`src/hw/rtl/olc_pkg.sv`:
```
`timescale 1ns / 1ps

package olc_pkg;

    localparam int TIMER_BITS = 16;

    localparam int CFG_INDEX_BITS = 8;
    localparam int CFG_DATA_BITS  = 16;

    // configuration register indexes
    localparam logic [CFG_INDEX_BITS-1:0] CFG_HOLD_TICKS       = CFG_INDEX_BITS'(0);
    localparam logic [CFG_INDEX_BITS-1:0] CFG_REBROADCAST_MASK = CFG_INDEX_BITS'(1);

    localparam logic [15:0] HOLD_TICKS_RESET = 16'd200;
    localparam logic [7:0]  MASK_RESET       = 8'd1;
    localparam logic [7:0]  MIN_LEVEL_RESET  = 8'd10;
    localparam logic [7:0]  MAX_LEVEL_RESET  = 8'd100;

    // 80% of maximum is (max / 10) * 8; the divide is x * 205 >> 11, exact for 8-bit x
    localparam logic [7:0] DIV10_MULT  = 8'd205;
    localparam int         DIV10_SHIFT = 11;
    localparam int         NEIGH_SHIFT = 3;

    typedef enum logic [2:0] {
        ST_SLEEPING      = 3'd0,
        ST_AWAKE         = 3'd1,
        ST_TRIGGERED     = 3'd2,
        ST_POST          = 3'd3,
        ST_REQUEST       = 3'd4,
        ST_SET_LEVELS    = 3'd5,
        ST_SET_OPERATION = 3'd6,
        ST_IGNORED       = 3'd7
    } status_t;

endpackage

```
`src/hw/rtl/occupancy_light_level_controller_core.sv`:
```
`timescale 1ns / 1ps

// Channel  Direction  Handshake             Payload
// s_       in         s_valid / s_ready     trigger, neighbour message
// m_       out        m_valid / m_ready     light level, status, min, max, above_idle
// cfg_     in         cfg_valid / cfg_ready cfg_index, cfg_data
//
// One item per cycle sustained while m_ready is high; an accepted item is held in the input
// register, then passes through the tick logic into the result register that drives m_valid.
// Reset clears status, hold timer and neighbour mark, and loads default levels and config.
// A stalled m_ fills the input register and then holds s_ready low; cfg_ready is always high.

module occupancy_light_level_controller_core
    import olc_pkg::*;
(
    input  logic                      aclk,
    input  logic                      aresetn,

    input  logic                      s_valid,
    output logic                      s_ready,
    input  logic                      s_local_trigger,
    input  logic                      s_msg_valid,
    input  logic [2:0]                s_msg_opcode,
    input  logic [7:0]                s_msg_low_level,
    input  logic [7:0]                s_msg_high_level,
    input  logic [7:0]                s_msg_flags,

    output logic                      m_valid,
    input  logic                      m_ready,
    output logic [7:0]                m_light_level,
    output logic [2:0]                m_broadcast_status,
    output logic [7:0]                m_broadcast_min,
    output logic [7:0]                m_broadcast_max,
    output logic                      m_above_idle,

    input  logic                      cfg_valid,
    output logic                      cfg_ready,
    input  logic [CFG_INDEX_BITS-1:0] cfg_index,
    input  logic [CFG_DATA_BITS-1:0]  cfg_data
);

    localparam logic [31:0] TIMER_TOP = 32'((64'd1 << TIMER_BITS) - 64'd1);

    // configuration
    logic [15:0] hold_ticks_reg;
    logic [7:0]  mask_reg;

    // tick state
    status_t                status_reg, status_next;
    logic [TIMER_BITS-1:0]  timer_reg, timer_next;
    logic                   mark_reg, mark_next;
    logic [7:0]             min_reg, min_next;
    logic [7:0]             max_reg, max_next;

    // input register
    logic       in_valid_reg;
    logic       in_trig_reg;
    logic       in_msg_valid_reg;
    status_t    in_op_reg;
    logic [7:0] in_lo_reg;
    logic [7:0] in_hi_reg;
    logic [7:0] in_flags_reg;

    // result register
    logic       out_valid_reg;
    logic [7:0] out_level_reg, level_next;
    logic       out_above_reg;

    logic                  out_free;
    logic                  advance;
    logic [31:0]           reload_wide;
    logic [TIMER_BITS-1:0] reload;
    logic [15:0]           div_prod;
    logic [7:0]            max_div10;
    logic [7:0]            neigh_level;

    assign cfg_ready = 1'b1;
    assign out_free  = !out_valid_reg || m_ready;
    assign advance   = in_valid_reg && out_free;
    assign s_ready   = !in_valid_reg || advance;

    assign reload_wide = (32'(hold_ticks_reg) > TIMER_TOP) ? TIMER_TOP : 32'(hold_ticks_reg);
    assign reload      = TIMER_BITS'(reload_wide);

    assign div_prod    = 16'(max_next) * 16'(DIV10_MULT);
    assign max_div10   = 8'(div_prod >> DIV10_SHIFT);
    assign neigh_level = 8'(max_div10 << NEIGH_SHIFT);

    always_comb begin
        status_next = status_reg;
        timer_next  = timer_reg;
        mark_next   = mark_reg;
        min_next    = min_reg;
        max_next    = max_reg;
        level_next  = min_reg;

        if (in_msg_valid_reg) begin
            case (in_op_reg)
                ST_SET_OPERATION: begin
                    if (in_lo_reg == in_hi_reg) begin
                        level_next  = in_lo_reg;
                        status_next = ((in_flags_reg & mask_reg) == mask_reg)
                                      ? ST_SET_OPERATION : ST_AWAKE;
                    end
                end
                ST_REQUEST: begin
                    if (status_reg == ST_SLEEPING || status_reg == ST_AWAKE ||
                        status_reg == ST_REQUEST || status_reg == ST_POST) begin
                        timer_next = reload;
                        mark_next  = 1'b1;
                    end
                end
                ST_SET_LEVELS: begin
                    min_next = in_lo_reg;
                    max_next = in_hi_reg;
                end
                default: ;
            endcase
        end

        if (in_trig_reg) begin
            level_next  = max_next;
            status_next = ST_REQUEST;
            timer_next  = reload;
            mark_next   = 1'b0;
        end else if (timer_next != '0) begin
            timer_next = timer_next - TIMER_BITS'(1);
            if (timer_next == '0) begin
                level_next  = min_next;
                status_next = ST_AWAKE;
            end else begin
                level_next  = mark_next ? neigh_level : max_next;
                status_next = ST_POST;
            end
        end
    end

    always_ff @(posedge aclk) begin
        if (!aresetn) begin
            hold_ticks_reg <= HOLD_TICKS_RESET;
            mask_reg       <= MASK_RESET;
        end else if (cfg_valid && cfg_ready) begin
            case (cfg_index)
                CFG_HOLD_TICKS:       hold_ticks_reg <= cfg_data;
                CFG_REBROADCAST_MASK: mask_reg       <= cfg_data[7:0];
                default: ;
            endcase
        end
    end

    always_ff @(posedge aclk) begin
        if (!aresetn) begin
            in_valid_reg <= 1'b0;
        end else if (s_ready) begin
            in_valid_reg <= s_valid;
        end
    end

    always_ff @(posedge aclk) begin
        if (s_valid && s_ready) begin
            in_trig_reg      <= s_local_trigger;
            in_msg_valid_reg <= s_msg_valid;
            in_op_reg        <= status_t'(s_msg_opcode);
            in_lo_reg        <= s_msg_low_level;
            in_hi_reg        <= s_msg_high_level;
            in_flags_reg     <= s_msg_flags;
        end
    end

    always_ff @(posedge aclk) begin
        if (!aresetn) begin
            status_reg    <= ST_SLEEPING;
            timer_reg     <= '0;
            mark_reg      <= 1'b0;
            min_reg       <= MIN_LEVEL_RESET;
            max_reg       <= MAX_LEVEL_RESET;
            out_valid_reg <= 1'b0;
        end else begin
            if (out_free) begin
                out_valid_reg <= in_valid_reg;
            end
            if (advance) begin
                status_reg <= status_next;
                timer_reg  <= timer_next;
                mark_reg   <= mark_next;
                min_reg    <= min_next;
                max_reg    <= max_next;
            end
        end
    end

    always_ff @(posedge aclk) begin
        if (advance) begin
            out_level_reg <= level_next;
            out_above_reg <= level_next > min_next;
        end
    end

    assign m_valid            = out_valid_reg;
    assign m_light_level      = out_level_reg;
    assign m_broadcast_status = status_reg;
    assign m_broadcast_min    = min_reg;
    assign m_broadcast_max    = max_reg;
    assign m_above_idle       = out_above_reg;

    // post-triggered only while the hold timer still runs
    assert property (@(posedge aclk) disable iff (!aresetn)
        status_reg == ST_POST |-> timer_reg != '0)
        else $error("post-triggered status with expired hold timer");

    assert property (@(posedge aclk) disable iff (!aresetn)
        m_valid |-> m_above_idle == (m_light_level > m_broadcast_min))
        else $error("above_idle disagrees with level and minimum");

    assert property (@(posedge aclk) disable iff (!aresetn)
        advance && in_trig_reg |=> m_valid && m_broadcast_status == ST_REQUEST &&
                                   m_light_level == m_broadcast_max)
        else $error("local trigger did not give maximum level");

    assert property (@(posedge aclk) disable iff (!aresetn)
        in_valid_reg && !advance |=> in_valid_reg && $stable(in_trig_reg) &&
                                     $stable(in_lo_reg) && $stable(in_hi_reg))
        else $error("stalled item lost from input register");

endmodule

```
`config.mk`:
```
export PLATFORM = sky130hd
export DESIGN_NAME = occupancy_light_level_controller_core
export DESIGN_NICKNAME = d
export VERILOG_FILES = /design/src/hw/rtl/olc_pkg.sv /design/src/hw/rtl/occupancy_light_level_controller_core.sv
export SDC_FILE = /design/constraint.sdc
export NUM_CORES = 1
export LEC_CHECK = 0
export ABC_CLOCK_PERIOD_IN_PS = 8600
export BUFFER_PORTS_ARGS = -buffer_cell sky130_fd_sc_hd__buf_2
export CORE_MARGIN = 4
export CORE_UTILIZATION = 40
export CTS_CLUSTER_DIAMETER = 100
export DETAILED_ROUTE_END_ITERATION = 12
export PLACE_DENSITY = 0.58
export SKIP_CTS_REPAIR_TIMING = 1
export SYNTH_ARGS = -nofsm -noshare
export SYNTH_HDL_FRONTEND = slang
export SYNTH_SLANG_ARGS = --single-unit
export TNS_END_PERCENT = 50
```
`constraint.sdc`:
```
create_clock -name aclk -period 8.6 [get_ports aclk]
set_input_delay 1.29 -clock aclk [delete_from_list [all_inputs] [get_ports aclk]]
set_output_delay 1.29 -clock aclk [all_outputs]
set_load 0.005 [all_outputs]
```
==> parameters.txt <==
Parameter                              Value

Global routing
  Vias in the first global route    5419
  Residual overflow from global routing    0
  M1 GR Usage    around 28%
  Global route hottest layer    met2
  Number of antenna violations at the first check in global routing    0
  Pin count of the biggest net entering global routing    51
  GRT met3 Usage    2.37%
  Met2 global-route usage    32.0%
  First-pass GRT wire length    between 20 and 30 mm
  GR Util All Layers    20.0%

Hold path
  Hold WC Path Type    reg2reg
  Hold_sp    mark_reg

Synth
  Leading area contributor after synthesis    sky130_fd_sc_hd__dfxtp_1
  Asr flop ratio synth    0%
  Biggest area contributors in the synthesized netlist    sky130_fd_sc_hd__dfxtp_1 (19%), sky130_fd_sc_hd__edfxtp_1 (17%), sky130_fd_sc_hd__ha_1 (9.5%), sky130_fd_sc_hd__mux2i_1 (8.5%), sky130_fd_sc_hd__nor2_1 (3.5%)
  Primary flip-flop cell chosen by synthesis mapping    sky130_fd_sc_hd__dfxtp_1
  Area share of the leading cell type in the synthesized netlist    18.8%
  Count of cell types in the netlist    76
  Cell area after technology mapping    0.00660 mm²
  Sequential element share of the synthesized area    36.1%
  Count of flip-flops with a built-in enable after synthesis    38
  Average cell area after synthesis    9.52 µm²
  Net count after synthesis    811
  Synth Register Bits    100
  Number of standard cells after synthesis    693
  Count of synthesis-stage warnings from yosys    0

Power and ir drop
  Total power per unit cell area    ~180 mW/mm²
  Internal power of the cells    0.000923 W
  Sum of internal, switching and leakage power    0.00136 W
  Clock network power share    ~30%
  Portion of total power attributed to sequential cells    39.8%
  Share of power burned in combinational logic    about 30%
  Fraction of power spent switching nets    32.2%
  Switching power    0.000439 W
  Largest vdd supply drop    between 0.0001 and 0.00015 V
  Leakage power figure    between 3 and 4 nW

Place
  Worst slack after detailed placement    1.36 ns
  Routability cong.    0.930
  Count of buffers from port buffering    87
  Detailed placer's ending HPWL    13.4 mm

Setup path
  Ordered cell list for the critical path    nand4b_1 > mux2i_1 > inv_1 > ha_1 > ha_1 > fa_1 > inv_1 > fa_1 > inv_1 > ha_1 > and3_1 > a221oi_1 > a2bb2oi_1 > or3b_2 > a21oi_1 > xor2_1 > o2111a_1 > a211oi_1 > ha_1 > a21o_1 > a211oi_1 > a21oi_1
  Data arrival, critical path    roughly 7.3 ns
  Req. time, crit path    8.70 ns
  WS Path Type    reg2reg
  Startpoint of the most critical register-to-register path    in_op_reg[1]
  CP max FO    12
  End of the worst register-to-register path    m_above_idle
  Critical path capture point type    register
  Top cell family by delay on the critical path    adder cells
  Critical path depth    22
  Number of buffers and inverters on the critical path    3
  Worst reg-to-reg path cell count    22
  Crit path from    in_op_reg[1]
  Worst R2R Setup Slack    1.36 ns
  Endpoint of the worst setup timing path    m_above_idle
  Critical-path top delay cell    sky130_fd_sc_hd__nand4b_1
  Startpoint class of the critical path    register
  Largest stage delay, worst path    0.78 ns
  Cell seen most often among critical-path stages    sky130_fd_sc_hd__ha_1

Die
  Effective utilization at floorplan    41.2%
  Die Y    136 µm
  Core footprint    about 0.016 mm²
  Row count    46
  Area enclosed by the die boundary    0.0186 mm²
  Ports    89
  Die Wd    136 µm

Timing
  RSZ-0062 raised after global routing    no
  Total setup violations reported at the end of the flow    0
  Minimum clock period    7.24 ns
  Worst Tran Pin Value    1.20 ns
  Pins over their slew limit    0
  Final critical-path share of the clock period    84.2%
  Total count of hold-check failures in the final report    0
  FMAX    138 MHz
  Headroom to the max-slew limit    20.0%
  Setup TNS    0 ns
  Worst Slack Setup Final    around 1.4 ns
  Maximum clock skew at final layout    ~0.0084 ns

Drt
  Iteration-0 DRC Markers    394
  Via count    5467
  Routed WL per cell    ~19 µm
  Length of the first detailed-routing pass in iterations    5
  Antenna violation net count after detailed routing    0
  DRC violation count after routing    0
  Routed Wire Length    18.2 mm
  Via count normalized by instance count    around 5.6

CTS
  TritonCTS clock tree    yes
  H-tree lvl count    3
  Clock Pin Slew Worst Setup and Hold Paths    0.07 ns
  Maximum number of buffers from clock root to sink    2
  Total clock buffers created by CTS    9
  Root buffer cell    sky130_fd_sc_hd__clkbuf_16
  Insertion delay of the later-clocked pin in the worst-skew pair    0.35 ns
  CTS sink cnt    100

Run
  Reported max-cap violation count    0

Status
  Result of the run    finished, final reports clean

Cells and area
  Count of antenna diodes in the layout    0
  Final #Nets    878
  P&R area growth vs syn    13.1%
  Share of cells above drive strength 1    17.5%
[worst min path at each step]
stage,endpoint,slack [ns],cells after the start
2_1_floorplan,mark_reg,0.44,2
3_5_place_dp,mark_reg,0.47,2
5_1_grt,timer_reg[15],0.52,2
4_1_cts,mark_reg,0.49,2
3_3_place_gp,mark_reg,0.45,2
6_report,mark_reg,0.50,2
[layer usage]
layer	wire length [µm]	share of wire, %
met5	0	0
met1	8560	47
met2	8530	47
met3	818	4.5
met4	248	1.4
[layout by cell type, fill, tap and decap left out, types with 9 or more instances in the layout]
| cell | instances |
|---|---|
| sky130_fd_sc_hd__nand3_1 | 17 |
| sky130_fd_sc_hd__dfxtp_1 | 62 |
| sky130_fd_sc_hd__nor2b_1 | 9 |
| sky130_fd_sc_hd__nor4_1 | 12 |
| sky130_fd_sc_hd__fa_1 | 10 |
| sky130_fd_sc_hd__nand2_1 | 49 |
| sky130_fd_sc_hd__mux2i_1 | 56 |
| sky130_fd_sc_hd__inv_1 | 52 |
| sky130_fd_sc_hd__mux2_2 | 9 |
| sky130_fd_sc_hd__or4_1 | 11 |
| sky130_fd_sc_hd__xnor2_1 | 19 |
| sky130_fd_sc_hd__xor2_1 | 11 |
| sky130_fd_sc_hd__nor3_1 | 15 |
| sky130_fd_sc_hd__a211oi_1 | 19 |
| sky130_fd_sc_hd__o21ai_0 | 23 |
| sky130_fd_sc_hd__ha_1 | 50 |
| sky130_fd_sc_hd__buf_2 | 87 |
| sky130_fd_sc_hd__a21oi_1 | 15 |
| sky130_fd_sc_hd__o211ai_1 | 11 |
| sky130_fd_sc_hd__edfxtp_1 | 38 |
| sky130_fd_sc_hd__o31ai_1 | 11 |
| sky130_fd_sc_hd__clkbuf_16 | 9 |
| sky130_fd_sc_hd__nor2_1 | 61 |
[worst register-to-register path, cell delays in order (launching register included)]
cell and delay, ns:
sky130_fd_sc_hd__edfxtp_1 0.40, sky130_fd_sc_hd__nand4b_1 0.78, sky130_fd_sc_hd__mux2i_1 0.63, sky130_fd_sc_hd__inv_1 0.24, sky130_fd_sc_hd__ha_1 0.38, sky130_fd_sc_hd__ha_1 0.33
sky130_fd_sc_hd__fa_1 0.52, sky130_fd_sc_hd__inv_1 0.06, sky130_fd_sc_hd__fa_1 0.53, sky130_fd_sc_hd__inv_1 0.05, sky130_fd_sc_hd__ha_1 0.27, sky130_fd_sc_hd__and3_1 0.19
sky130_fd_sc_hd__a221oi_1 0.35, sky130_fd_sc_hd__a2bb2oi_1 0.23, sky130_fd_sc_hd__or3b_2 0.50, sky130_fd_sc_hd__a21oi_1 0.20, sky130_fd_sc_hd__xor2_1 0.09, sky130_fd_sc_hd__o2111a_1 0.23
sky130_fd_sc_hd__a211oi_1 0.27, sky130_fd_sc_hd__ha_1 0.30, sky130_fd_sc_hd__a21o_1 0.17, sky130_fd_sc_hd__a211oi_1 0.23, sky130_fd_sc_hd__a21oi_1 0.06
[synthesized netlist by cell type (11+ instances only)]
| master | count |
|---|---|
| sky130_fd_sc_hd__a211oi_1 | 19 |
| sky130_fd_sc_hd__o21ai_0 | 23 |
| sky130_fd_sc_hd__xnor2_1 | 19 |
| sky130_fd_sc_hd__ha_1 | 50 |
| sky130_fd_sc_hd__edfxtp_1 | 38 |
| sky130_fd_sc_hd__nand2_1 | 49 |
| sky130_fd_sc_hd__dfxtp_1 | 62 |
| sky130_fd_sc_hd__mux2i_1 | 56 |
| sky130_fd_sc_hd__nor2_1 | 62 |
| sky130_fd_sc_hd__inv_1 | 52 |
| sky130_fd_sc_hd__nand3_1 | 17 |
| sky130_fd_sc_hd__nor3_1 | 15 |
| sky130_fd_sc_hd__clkbuf_1 | 29 |
| sky130_fd_sc_hd__o211ai_1 | 11 |
| sky130_fd_sc_hd__or4_1 | 11 |
| sky130_fd_sc_hd__a21oi_1 | 15 |
| sky130_fd_sc_hd__o31ai_1 | 11 |
| sky130_fd_sc_hd__xor2_1 | 11 |
| sky130_fd_sc_hd__nor4_1 | 12 |
[logic make-up after synthesis]
family | after synthesis | synth area share, %
buffers and inverters | 91 | 5.80
xor gates and xnor gates | 30 | 3.98
DFF | 100 | 36.1
adders and majority gates | 60 | 12.5
other | 1 | 0.0568
muxes | 67 | 10.6
and+or+nand+nor | 216 | 16.8
AOI/OAI and AO/OA | 128 | 14.1
[layout make-up]
| cell class | count | area, µm² |
|---|---|---|
| clock inverters | 4 | 51.3 |
| well taps | 216 | 270 |
| inverters | 53 | 199 |
| repair buffers | 94 | 488 |
| clock buffers | 12 | 236 |
| fillers | 1552 | 8540 |
| multi-input cells | 502 | 3840 |
| flip-flops and latches | 100 | 2380 |
[power groups by stage]
stage	Sequential [W]	Combinational, W	Clock, W
floorplan	0.000545	0.000301	0
detailed placement	0.000552	0.000415	0
finish	0.000542	0.000419	0.000401
global placement	0.000551	0.000404	0
global route	0.000545	0.000476	0.000430
CTS	0.000542	0.000420	0.000411
[per-stage QoR]
stage          instances  utilization (%)  area, µm²  hold WS [ns]
4_1_cts              981             46.6       7460         0.491
3_3_place_gp         965             44.8       7180         0.454
2_1_floorplan        693                -       6600         0.437
5_1_grt              981             46.6       7460         0.516
3_5_place_dp         965             44.8       7180         0.474
6_report             981             46.6       7460         0.497
Power figures use the tool's default switching activity.
